### config.mk
export PLATFORM = sky130hd
export DESIGN_NAME = flash_program_command_sequencer
export DESIGN_NICKNAME = d
export VERILOG_FILES = /design/src/rtl/fpcs_pkg.sv /design/src/rtl/fpcs_decoder.sv /design/src/rtl/fpcs_emitter.sv /design/src/rtl/flash_program_command_sequencer.sv
export SDC_FILE = /design/constraint.sdc
export NUM_CORES = 1
export LEC_CHECK = 0
export BUFFER_PORTS_ARGS = -buffer_cell sky130_fd_sc_hd__buf_2
export CAP_MARGIN = 20
export CELL_PAD_IN_SITES_DETAIL_PLACEMENT = 2
export CELL_PAD_IN_SITES_GLOBAL_PLACEMENT = 2
export CORE_MARGIN = 2
export CORE_UTILIZATION = 42
export DETAILED_ROUTE_END_ITERATION = 7
export PLACE_DENSITY = 0.88
export SKIP_LAST_GASP = 1
export SLEW_MARGIN = 30
export SYNTH_ARGS = -nofsm -noshare
export SYNTH_HDL_FRONTEND = slang
export SYNTH_SLANG_ARGS = --single-unit
### constraint.sdc
create_clock -name clock -period 5.9 [get_ports clock]
set_input_delay 1.18 -clock clock [delete_from_list [all_inputs] [get_ports clock]]
set_output_delay 1.18 -clock clock [all_outputs]
set_load 0.02 [all_outputs]
### src/rtl/fpcs_pkg.sv
// ----------------------------------------------------------------------------
// fpcs_pkg
// Shared types, codes and sizes of the flash program command sequencer.
// ----------------------------------------------------------------------------
package fpcs_pkg;

   // Page and erase block sizes. The erase block size is a power of two.
   localparam int PAGE_BYTES        = 256;
   localparam int ERASE_BLOCK_BYTES = 65536;
   localparam int ADDRESS_BITS      = 24;

   localparam int RX_W          = 8;
   localparam int ACTION_W      = 4;
   localparam int FLASH_ADDR_W  = 24;
   localparam int LENGTH_W      = 32;
   localparam int MAX_RESULTS   = 4;
   localparam int COUNT_W       = $clog2(MAX_RESULTS + 1);
   localparam int INDEX_W       = $clog2(MAX_RESULTS);

   // The byte counter holds a page offset in write mode and a length byte
   // index (0 to 3) in length mode.
   localparam int PAGE_CNT_W = ($clog2(PAGE_BYTES) > 2) ? $clog2(PAGE_BYTES) : 2;
   localparam int BLOCK_W    = ($clog2(ERASE_BLOCK_BYTES) < ADDRESS_BITS) ?
                               $clog2(ERASE_BLOCK_BYTES) : ADDRESS_BITS;

   // Command characters accepted in the ready mode.
   localparam logic [RX_W-1:0] CMD_BOOT    = 8'h45;  // E
   localparam logic [RX_W-1:0] CMD_TAKE    = 8'h74;  // t
   localparam logic [RX_W-1:0] CMD_RELEASE = 8'h54;  // T
   localparam logic [RX_W-1:0] CMD_ID      = 8'h69;  // i
   localparam logic [RX_W-1:0] CMD_ERASE   = 8'h65;  // e
   localparam logic [RX_W-1:0] CMD_READ0   = 8'h72;  // r
   localparam logic [RX_W-1:0] CMD_WRITE   = 8'h77;  // w

   typedef enum logic [ACTION_W-1:0] {
      ACT_BOOT        = 4'd0,
      ACT_TAKE        = 4'd1,
      ACT_RELEASE     = 4'd2,
      ACT_ID          = 4'd3,
      ACT_ERASE_CHIP  = 4'd4,
      ACT_READ0       = 4'd5,
      ACT_ERASE_BLOCK = 4'd6,
      ACT_START_PAGE  = 4'd7,
      ACT_DATA        = 4'd8,
      ACT_END_PAGE    = 4'd9,
      ACT_WAIT        = 4'd10
   } action_type;

   typedef enum logic [2:0] {
      MODE_IDLE   = 3'b001,
      MODE_LENGTH = 3'b010,
      MODE_DATA   = 3'b100
   } mode_type;

   typedef struct packed {
      action_type              action;
      logic [FLASH_ADDR_W-1:0] flash_address;
      logic [RX_W-1:0]         data_byte;
   } result_type;

   // All actions caused by one received byte.
   typedef struct packed {
      result_type [MAX_RESULTS-1:0] entry;
      logic [COUNT_W-1:0]           count;
   } bundle_type;

endpackage

### src/rtl/fpcs_decoder.sv
// ----------------------------------------------------------------------------
// fpcs_decoder
// Sequencer state and the single-pass decode of one received byte into a
// bundle of flash actions.
// ----------------------------------------------------------------------------
module fpcs_decoder (
   input  logic                      clock,
   input  logic                      reset,
   input  logic                      accept,
   input  logic [fpcs_pkg::RX_W-1:0] rx_byte,
   output fpcs_pkg::bundle_type      bundle
);
   import fpcs_pkg::*;

   mode_type                mode_ff, mode_in;
   logic [ADDRESS_BITS-1:0] addr_ff, addr_in;
   logic [LENGTH_W-1:0]     rem_ff, rem_in;
   logic [PAGE_CNT_W-1:0]   cnt_ff, cnt_in;
   logic [PAGE_CNT_W:0]     cnt_next;

   function automatic result_type make_result(action_type act,
                                              logic [ADDRESS_BITS-1:0] addr,
                                              logic [RX_W-1:0] data);
      result_type r;
      r.action        = act;
      r.flash_address = FLASH_ADDR_W'(addr);
      r.data_byte     = data;
      return r;
   endfunction

   always_comb begin
      mode_in  = mode_ff;
      addr_in  = addr_ff;
      rem_in   = rem_ff;
      cnt_in   = cnt_ff;
      cnt_next = {1'b0, cnt_ff} + (PAGE_CNT_W + 1)'(1);
      bundle   = '0;
      case (mode_ff)
         MODE_LENGTH: begin
            // Length arrives least significant byte first.
            case (cnt_ff[1:0])
               2'd0:    rem_in[7:0]   = rx_byte;
               2'd1:    rem_in[15:8]  = rx_byte;
               2'd2:    rem_in[23:16] = rx_byte;
               default: rem_in[31:24] = rx_byte;
            endcase
            cnt_in      = '0;
            cnt_in[1:0] = cnt_ff[1:0] + 2'd1;
            if (cnt_ff[1:0] == 2'd3) begin
               mode_in = MODE_DATA;
               bundle.entry[bundle.count[INDEX_W-1:0]] =
                  make_result(ACT_ERASE_BLOCK, addr_ff, '0);
               bundle.count = bundle.count + COUNT_W'(1);
            end
         end
         MODE_DATA: begin
            if (cnt_ff == '0) begin
               bundle.entry[bundle.count[INDEX_W-1:0]] =
                  make_result(ACT_START_PAGE, addr_ff, '0);
               bundle.count = bundle.count + COUNT_W'(1);
            end
            bundle.entry[bundle.count[INDEX_W-1:0]] = make_result(ACT_DATA, '0, rx_byte);
            bundle.count = bundle.count + COUNT_W'(1);
            if (cnt_next >= (PAGE_CNT_W + 1)'(PAGE_BYTES)) begin
               cnt_in  = '0;
               addr_in = addr_ff + ADDRESS_BITS'(PAGE_BYTES);
               bundle.entry[bundle.count[INDEX_W-1:0]] = make_result(ACT_END_PAGE, '0, '0);
               bundle.count = bundle.count + COUNT_W'(1);
               if (rem_ff <= LENGTH_W'(PAGE_BYTES)) begin
                  // Length used up: the write ends after this page.
                  rem_in  = '0;
                  mode_in = MODE_IDLE;
                  bundle.entry[bundle.count[INDEX_W-1:0]] = make_result(ACT_WAIT, '0, '0);
                  bundle.count = bundle.count + COUNT_W'(1);
               end else begin
                  rem_in = rem_ff - LENGTH_W'(PAGE_BYTES);
                  if (addr_in[BLOCK_W-1:0] == '0) begin
                     bundle.entry[bundle.count[INDEX_W-1:0]] =
                        make_result(ACT_WAIT, '0, '0);
                     bundle.count = bundle.count + COUNT_W'(1);
                     bundle.entry[bundle.count[INDEX_W-1:0]] =
                        make_result(ACT_ERASE_BLOCK, addr_in, '0);
                     bundle.count = bundle.count + COUNT_W'(1);
                  end
               end
            end else begin
               cnt_in = cnt_next[PAGE_CNT_W-1:0];
            end
         end
         default: begin
            mode_in = MODE_IDLE;
            case (rx_byte)
               CMD_BOOT: begin
                  bundle.entry[0] = make_result(ACT_BOOT, '0, '0);
                  bundle.count    = COUNT_W'(1);
               end
               CMD_TAKE: begin
                  bundle.entry[0] = make_result(ACT_TAKE, '0, '0);
                  bundle.count    = COUNT_W'(1);
               end
               CMD_RELEASE: begin
                  bundle.entry[0] = make_result(ACT_RELEASE, '0, '0);
                  bundle.count    = COUNT_W'(1);
               end
               CMD_ID: begin
                  bundle.entry[0] = make_result(ACT_ID, '0, '0);
                  bundle.count    = COUNT_W'(1);
               end
               CMD_ERASE: begin
                  bundle.entry[0] = make_result(ACT_ERASE_CHIP, '0, '0);
                  bundle.count    = COUNT_W'(1);
               end
               CMD_READ0: begin
                  bundle.entry[0] = make_result(ACT_READ0, '0, '0);
                  bundle.count    = COUNT_W'(1);
               end
               CMD_WRITE: begin
                  mode_in = MODE_LENGTH;
                  addr_in = '0;
                  cnt_in  = '0;
               end
               default: begin
               end
            endcase
         end
      endcase
   end

   always_ff @(posedge clock) begin
      if (reset) begin
         mode_ff <= MODE_IDLE;
         addr_ff <= '0;
         rem_ff  <= '0;
         cnt_ff  <= '0;
      end else if (accept) begin
         mode_ff <= mode_in;
         addr_ff <= addr_in;
         rem_ff  <= rem_in;
         cnt_ff  <= cnt_in;
      end
   end

endmodule

### src/rtl/fpcs_emitter.sv
// ----------------------------------------------------------------------------
// fpcs_emitter
// Result register that holds one bundle of actions and hands them out one
// transaction at a time.
// ----------------------------------------------------------------------------
module fpcs_emitter (
   input  logic                              clock,
   input  logic                              reset,
   input  logic                              load,
   input  fpcs_pkg::bundle_type              bundle,
   output logic                              free,
   output logic                              rsp_valid,
   input  logic                              rsp_ready,
   output logic [fpcs_pkg::ACTION_W-1:0]     rsp_action,
   output logic [fpcs_pkg::FLASH_ADDR_W-1:0] rsp_flash_address,
   output logic [fpcs_pkg::RX_W-1:0]         rsp_data_byte,
   output logic                              rsp_last
);
   import fpcs_pkg::*;

   bundle_type         bundle_ff;
   logic               busy_ff;
   logic [INDEX_W-1:0] idx_ff;
   result_type         current;

   assign current           = bundle_ff.entry[idx_ff];
   assign rsp_valid         = busy_ff;
   assign rsp_action        = current.action;
   assign rsp_flash_address = current.flash_address;
   assign rsp_data_byte     = current.data_byte;
   assign rsp_last          = ({1'b0, idx_ff} == COUNT_W'(bundle_ff.count - COUNT_W'(1)));

   // A new bundle may enter in the cycle that the last action of the old one leaves.
   assign free = !busy_ff || (rsp_ready && rsp_last);

   always_ff @(posedge clock) begin
      if (reset) begin
         busy_ff <= 1'b0;
         idx_ff  <= '0;
      end else if (load && bundle.count != '0) begin
         busy_ff <= 1'b1;
         idx_ff  <= '0;
      end else if (busy_ff && rsp_ready) begin
         if (rsp_last) begin
            busy_ff <= 1'b0;
         end
         idx_ff <= idx_ff + INDEX_W'(1);
      end
   end

   always_ff @(posedge clock) begin
      if (load && bundle.count != '0) begin
         bundle_ff <= bundle;
      end
   end

endmodule

### src/rtl/flash_program_command_sequencer.sv
// ----------------------------------------------------------------------------
// flash_program_command_sequencer
// Turns received bytes into a stream of serial-flash actions.
// ----------------------------------------------------------------------------
// Each req_ transaction carries one received byte. In the ready mode it is a
// single-letter command; after 'w' four length bytes follow, least
// significant first, and then the data bytes of the write. Each byte causes
// zero to four actions, which leave on the rsp_ channel one transaction per
// cycle while rsp_ready is high, with rsp_last set on the final action of
// that byte. The first action of a byte is valid in the cycle after the
// byte is accepted. A byte causing at most one action can follow in every
// cycle while rsp_ready is high; a byte causing more actions holds the
// single result register until its last action is accepted, and the next
// byte is taken in that cycle. A byte with no action leaves the register free.
// When the receiver stalls, the pending action holds on rsp_ and req_ready
// drops once the result register cannot be freed in that cycle.
// Reset returns the sequencer to the ready mode with zero address, length
// and byte count, and drops any actions not yet delivered.
// ----------------------------------------------------------------------------
module flash_program_command_sequencer (
   input  logic                              clock,
   input  logic                              reset,
   input  logic                              req_valid,
   output logic                              req_ready,
   input  logic [fpcs_pkg::RX_W-1:0]         req_rx_byte,
   output logic                              rsp_valid,
   input  logic                              rsp_ready,
   output logic [fpcs_pkg::ACTION_W-1:0]     rsp_action,
   output logic [fpcs_pkg::FLASH_ADDR_W-1:0] rsp_flash_address,
   output logic [fpcs_pkg::RX_W-1:0]         rsp_data_byte,
   output logic                              rsp_last
);
   import fpcs_pkg::*;

   bundle_type bundle;
   logic       free;
   logic       accept;

   assign req_ready = free;
   assign accept    = req_valid && free;

   fpcs_decoder u_decoder (
      .clock   (clock),
      .reset   (reset),
      .accept  (accept),
      .rx_byte (req_rx_byte),
      .bundle  (bundle)
   );

   fpcs_emitter u_emitter (
      .clock             (clock),
      .reset             (reset),
      .load              (accept),
      .bundle            (bundle),
      .free              (free),
      .rsp_valid         (rsp_valid),
      .rsp_ready         (rsp_ready),
      .rsp_action        (rsp_action),
      .rsp_flash_address (rsp_flash_address),
      .rsp_data_byte     (rsp_data_byte),
      .rsp_last          (rsp_last)
   );

endmodule
==> metrics.md, run 1 <==
| Metric | Value |
|---|---|
| Reg-to-Reg Start | u_emitter.idx_ff[0]$_SDFFE_PP0P_ |
| Pin count of the biggest net entering global routing | 62 |
| CTS tree | done |
| Worst Path Arrival | 2.59 ns |
| Post-route minimum period | 3.77 ns |
| Skew-Pair Late Insertion Delay | 0.44 ns |
| Global-route wire length before repair | 39400 um |
| Ys async rst share | 0 |
| Final Hold Viols | 0 |
| DIE WIDTH | 131 um |
| Die height | between 100 and 150 um |
| Clk root buf | clkbuf_16 |
| Clk sinks | about 130 |
| H-tree Lvls | 4 |
| Fin. max-slew vios | 0 |
| RSZ-0062 raised after global routing | false |
| Clk_skew | 0.0135 ns |
| Register bit total from synthesis | ~130 |
| Detailed Routing Iterations Pass 1 | 4 |
| Peak VDD IR | 0.202 mV |
| Post-synth EDFFs | 64 |
| Core area | roughly 16000 sq um |
| Clock-pin slew on the worst setup and hold paths | 0.07 ns |
| Most used flip-flop cell after synthesis | edfxtp_1 |
| WHS Path Cells | 2 |
| WL per Instance | between 20 and 30 um |
| Hpwl dp | 16400 um |
| Layout cells sized above 1 | 0.156 |
| Area delta synth->final | 14.4% |
| Initial antenna violation count | 1 |
| Mapped Area | 6770 sq um |
| Reg2reg setup slack | 2.61 ns |
| IO buf count | 50 |
| Max Fanout on Critical Path | 18 |
| Critical Path End Type | primary output |
| Vias per cell | 6.24 |
| Remaining Overflow, GRT | 0 |
| Setup bufs post-CTS | 0 |
| # IOs | 51 |
| GRT Util Overall | 0.310 |
| Std cell rows | 46 |
| DRT Wirelength | 26000 um |
| Yosys cell types | 74 |
| Synth warnings | 0 |
| Initial Utilization | 0.428 |
| CTS Buf Count | 17 |
| Hold Path Class | reg2reg |
| End of the critical path | rsp_flash_address[12] |
| Req. time, crit path | 4.72 ns |
| Final setup TNS | 0 ns |
| Nets | 752 |
| Critical Path Source Type | flip-flop |
| DRC errors left | 0 |
| Post-CTS Hold Fix Bufs | 0 |
| Max-cap violations | 0 |
| Setup violators final | 0 |
| Avg Cell Area, Syn | 9.63 sq um |
| Power Dens Cells | around 270 nW/um^2 |
| Part of the cycle the worst path needs | 0.640 |
| R2R Path End | u_decoder.addr_ff[20]$_SDFFE_PP0P_ |
| Vias | 5993 |
| Synth Instances | 703 |
| Die ar. | approximately 17000 sq um |
| Status | completed |
| Max Fclk | 0.265 GHz |
| Vias in the first global route | 6436 |
| Sequential fraction of the synthesis area | 0.467 |
| GP Congestion | 0.881 |
| Post-layout utilization of the core | 0.489 |
| Post-CTS sizing | 0 |
| Worst R2R Path Depth | 6 |
| Crit path launch | u_emitter.idx_ff[0]$_SDFFE_PP0P_ |
| Rel. slew slack | 0.329 |
| Pleak | 2.86 nW |
| Slew @ Worst Pin | approximately 1.0 ns |
| Drt initial violations | roughly 360 |
| Clk buf depth | 2 |
| Final ANT Viol Nets | 0 |
| # fillers | about 1600 |
| Crit path kind | reg2out |
==> worst max-delay path, stage by stage (launching register included) <==
cell and delay [ns]:
dfxtp_1 0.92, and2_1 0.75, a22o_1 0.29, buf_2 0.19
==> sequential cells by signal, summed over array words and instances (netlist names) <==
name / flops
u_emitter.bundle_ff: 64
u_decoder.rem_ff: 32
u_decoder.addr_ff: 16
u_decoder.cnt_ff: 8
u_decoder.mode_ff: 3
u_emitter.idx_ff: 2
u_emitter.rsp_valid: 1
==> kinds of logic (layout without fill, tap and decap cells) <==
logic type | Yosys count | count (layout) | synth area share
AO/OA/AOI/OAI | 184 | 184 | 0.198
AND/OR/NAND/NOR | 250 | 250 | 0.205
XOR/XNOR | 17 | 17 | 0.0220
multiplexers | 18 | 18 | 0.0286
other | 1 | 10 | 0.000554
buffers and inverters | 98 | 131 | 0.0619
flip-flops | 126 | 126 | 0.467
adder cells (fa/ha/maj) | 9 | 9 | 0.0166
==> layout by cell type (no fill, tap or decap), types with 9 or more instances in the layout <==
cell / instances
xor2_1: 13
nor3_1: 15
ha_1: 9
a22o_1: 17
mux2i_1: 16
inv_1: 41
nand3_1: 18
a21oi_1: 43
nand2b_1: 12
o21ai_0: 14
nor2b_1: 18
and3_1: 15
nand2_1: 34
or4_1: 9
nor2_1: 58
dfxtp_1: 62
edfxtp_1: 64
a31oi_1: 19
clkbuf_16: 17
conb_1: 9
o32ai_1: 28
buf_2: 50
and2_1: 19
==> where the power goes <==
part / total (W) / switching, W / internal (W)
clock network: 0.00112 / 0.000478 / 0.000638
registers: 0.000916 / 0.00000128 / 0.000915
logic: 0.0000594 / 0.0000431 / 0.0000163
total: 0.00209 / 0.000523 / 0.00157
==> per-stage QoR <==
step	total power, W	setup slack, ns	hold slack (ns)	instances	area, sq um
after floorplan	0.000970	1.80	0.446	711	6800
after global placement	0.000986	2.17	0.455	928	7120
after detailed placement	0.000990	1.85	0.477	928	7130
after CTS	0.00209	2.12	0.489	960	7730
after global routing	0.00215	1.99	0.506	961	7740
final	0.00209	2.13	0.490	961	7740
==> worst min path at each step <==
stage / slack [ns] / to / start
2_1_floorplan: 0.45 / u_decoder.rem_ff[31]$_SDFFE_PP0P_ / u_decoder.rem_ff[31]$_SDFFE_PP0P_
3_3_place_gp: 0.46 / u_decoder.rem_ff[15]$_SDFFE_PP0P_ / u_decoder.rem_ff[15]$_SDFFE_PP0P_
3_5_place_dp: 0.48 / u_decoder.rem_ff[19]$_SDFFE_PP0P_ / u_decoder.rem_ff[19]$_SDFFE_PP0P_
4_1_cts: 0.49 / u_decoder.rem_ff[4]$_SDFFE_PP0P_ / u_decoder.rem_ff[4]$_SDFFE_PP0P_
5_1_grt: 0.51 / u_decoder.rem_ff[31]$_SDFFE_PP0P_ / u_decoder.rem_ff[31]$_SDFFE_PP0P_
6_report: 0.49 / u_decoder.rem_ff[19]$_SDFFE_PP0P_ / u_decoder.rem_ff[19]$_SDFFE_PP0P_
==> cell usage after synthesis, types with 14 or more instances <==
master | n | area, sq um
and2_1 | 19 | 119
nand2_1 | 34 | 128
dfxtp_1 | 62 | 1240
edfxtp_1 | 64 | 1920
mux2i_1 | 16 | 160
and3_1 | 15 | 93.8
nor2b_1 | 18 | 113
a21oi_1 | 43 | 215
clkbuf_1 | 40 | 150
nor3_1 | 15 | 75.1
a22o_1 | 17 | 149
inv_1 | 41 | 154
nor2_1 | 59 | 221
a31oi_1 | 19 | 119
nand3_1 | 18 | 90.1
o21ai_0 | 14 | 70.1
o32ai_1 | 28 | 245
==> area by class of cell <==
class | instances | area (sq um) | share of cell area
multi-input cells | 487 | 3240 | 0.418
clock buffers | 17 | 425 | 0.0550
well taps | 216 | 270 | 0.0349
diodes | 1 | 2.50 | 0.000323
inverters | 41 | 154 | 0.0199
flip-flops and latches | 126 | 3160 | 0.409
clock inverters | 15 | 178 | 0.0230
repair buffers | 58 | 310 | 0.0401
==> metal layers <==
metal | vias to the layer above | wire length, um | track usage
met4 | 0 | 675 | 0.105
li1 | 2671 | - | -
met3 | 44 | 1060 | 0.0647
met5 | - | 0 | 0
met1 | 3112 | 10500 | 0.366
met2 | 166 | 13700 | 0.559
Power figures use the tool's default switching activity.
==> run 2: changes to the inputs <==
--- a/config.mk
+++ b/config.mk
@@ -10,9 +10,9 @@
 export CELL_PAD_IN_SITES_DETAIL_PLACEMENT = 2
 export CELL_PAD_IN_SITES_GLOBAL_PLACEMENT = 2
 export CORE_MARGIN = 2
-export CORE_UTILIZATION = 42
+export CORE_UTILIZATION = 35
 export DETAILED_ROUTE_END_ITERATION = 7
-export PLACE_DENSITY = 0.88
+export PLACE_DENSITY = 0.78
 export SKIP_LAST_GASP = 1
 export SLEW_MARGIN = 30
 export SYNTH_ARGS = -nofsm -noshare
==> constraint.sdc (replaced) <==
create_clock -name clock -period 3.45 [get_ports clock]
set_input_delay 0.69 -clock clock [delete_from_list [all_inputs] [get_ports clock]]
set_output_delay 0.69 -clock clock [all_outputs]
set_load 0.02 [all_outputs]
==> metrics.md, run 2 (synthesis results as in run 1) <==
| Metric | Value |
|---|---|
| Status | completed |
| Final instance area | about 7900 sq um |
| Hold EP | u_decoder.rem_ff[31]$_SDFFE_PP0P_ |
| Setup bufs post-CTS | 0 |
| Vias per cell | 5.65 |
| Post-CTS sizing | 0 |
| Remaining Overflow, GRT | 0 |
| Power Dens Cells | about 460 nW/um^2 |
| Worst Path Arrival | 2.24 ns |
| DP Worst Slack | 0.649 ns |
| Commonest non-fill, non-tap cell in the layout | edfxtp_1 |
| Switching Fraction | 0.232 |
| Hpwl dp | 14700 um |
| IO buf count | 50 |
| DRT Wirelength | 21800 um |
| Drt initial violations | 260 |
| Max reg flops | 64 |
| Part of the cycle the worst path needs | 0.849 |
| Ant. Diodes | 0 |
| Net switching power | 0.000834 W |
| Hold Path Class | reg2reg |
| Clk sinks | 126 |
| CTS Buf Count | 17 |
| GRT Util Overall | 0.223 |
| Fin. max-slew vios | 0 |
| Placement Cell Area | 7260 sq um |
| Nets | 761 |
| Reg2reg setup slack | 0.64 ns |
| Clk root buf | clkbuf_16 |
| Post-route insts no fill | 1013 |
| R2R Path End | u_decoder.rem_ff[11]$_SDFFE_PP0P_ |
| Clk_skew | 0.00933 ns |
| Max Fanout on Critical Path | 18 |
| Pint | 0.00276 W |
| Global-route wire length before repair | roughly 35000 um |
| WL per Instance | 21.6 um |
| Detailed Routing Iterations Pass 1 | 4 |
| Vias | 5724 |
| Crit path kind | reg2out |
| Die height | 143 um |
| Core area | 18800 sq um |
| Die ar. | 20500 sq um |
| Post-CTS Hold Fix Bufs | 0 |
| WHS Path Cells | 2 |
| Critical Path Source Type | flip-flop |
| Worst R2R Path Depth | 6 |
| Slew @ Worst Pin | 0.900 ns |
| Layout cells sized above 1 | 0.163 |
| Cells after DPL | 981 |
| Register bank with the most flops | u_emitter.bundle_ff |
| Share of power burned in registers | 0.436 |
| Setup violators final | 0 |
| Max-cap violations | 0 |
| Vias in the first global route | roughly 6200 |
| Setup WS post-layout | between 0.5 and 0.6 ns |
| Clk buf depth | 2 |
| Clock-pin slew on the worst setup and hold paths | ~0.070 ns |
| H-tree Lvls | 4 |
| Skew-Pair Late Insertion Delay | 0.42 ns |
| Rel. slew slack | 0.395 |
| Post-route minimum period | 2.93 ns |
| GP Congestion | roughly 0.84 |
| Peak VDD IR | between 0.3 and 0.4 mV |
| Most frequent cells in the layout | 64 x edfxtp_1, 62 x dfxtp_1, 59 x nor2_1 |
| Initial Utilization | 0.359 |
| Max Fclk | 0.342 GHz |
| DIE WIDTH | roughly 140 um |
| RSZ-0062 raised after global routing | false |
| # IOs | 51 |
| Pleak | 2.92 nW |
| Critical Path End Type | primary output |
| Worst Hold Launch | u_decoder.rem_ff[31]$_SDFFE_PP0P_ |
| CTS tree | done |
| Pin count of the biggest net entering global routing | 67 |
| Clock power frac | 0.536 |
| Logic pwr share | 0.028 |
| Final Hold Viols | 0 |
| Final setup TNS | 0 ns |
| Initial antenna violation count | 0 |
| Biggest regs | u_emitter.bundle_ff (64), u_decoder.rem_ff (32), u_decoder.addr_ff (16) |
| Reg-to-Reg Start | u_emitter.idx_ff[1]$_SDFFE_PP0P_ |
| DRC errors left | 0 |
| Area delta synth->final | 16.4% |
| Req. time, crit path | 2.76 ns |
| Final ANT Viol Nets | 0 |
| Std cell rows | 50 |
==> run 2: cell types whose count changed in the layout (fill, tap and decap cells not counted), sizes merged <==
cell	before	now
bufinv	2	3
buf	58	67
clkinv	2	3
diode	1	0
clkinvlp	3	1
==> run 2: worst max-delay path: stages, from the launching register on <==
cell     delay [ns]
dfxtp_1        0.71
and2_1         0.67
a22o_1         0.26
buf_2          0.17
==> run 2: power groups by stage <==
stage / logic (W) / registers [W] / clock network, W
final: 0.0000999 / 0.00157 / 0.00193
after global routing: 0.000107 / 0.00157 / 0.00202
after CTS: 0.0000992 / 0.00157 / 0.00196
after detailed placement: 0.0000973 / 0.00160 / 0
after global placement: 0.0000942 / 0.00160 / 0
after floorplan: 0.0000602 / 0.00160 / 0
==> run 2: cell type report <==
class,instances,area (sq um)
inverter,41,154
clock inverter,15,200
fill,2007,10900
clock buffer,17,425
tap,260,325
timing repair buffer,67,390
sequential,126,3160
multi-input combinational,487,3220
==> run 2: worst max path at each step <==
stage	slack, ns	end	startpoint	cells after the start
after global placement	0.85	u_emitter.bundle_ff[34]$_SDFFCE_PN0P_	req_rx_byte[0]	6
after CTS	0.45	rsp_action[1]	u_emitter.idx_ff[1]$_SDFFE_PP0P_	4
after global routing	0.36	rsp_action[1]	u_emitter.idx_ff[1]$_SDFFE_PP0P_	4
after floorplan	0.50	u_emitter.bundle_ff[0]$_DFFE_PP_	req_rx_byte[0]	5
after detailed placement	0.65	u_emitter.bundle_ff[28]$_SDFFCE_PN0P_	req_rx_byte[0]	6
final	0.52	rsp_flash_address[23]	u_emitter.idx_ff[1]$_SDFFE_PP0P_	3
==> run 2: metal layers <==
layer  routed length (um)  GRT usage  up-vias  part of all wire
li1                     -          -     2693                 -
met1                 9960      0.279     2944              0.46
met5                    0          0        -                 0
met4                  238     0.0589        0             0.011
met3                  398     0.0362       23             0.018
met2                11200      0.397       64              0.51
==> run 2: per-stage QoR <==
step | util | total power [W] | hold WS (ns)
after CTS | 0.419 | 0.00363 | 0.483
after detailed placement | 0.385 | 0.00170 | 0.474
after global placement | 0.385 | 0.00169 | 0.460
after floorplan | - | 0.00166 | 0.446
after global routing | 0.419 | 0.00369 | 0.498
final | 0.419 | 0.00359 | 0.481
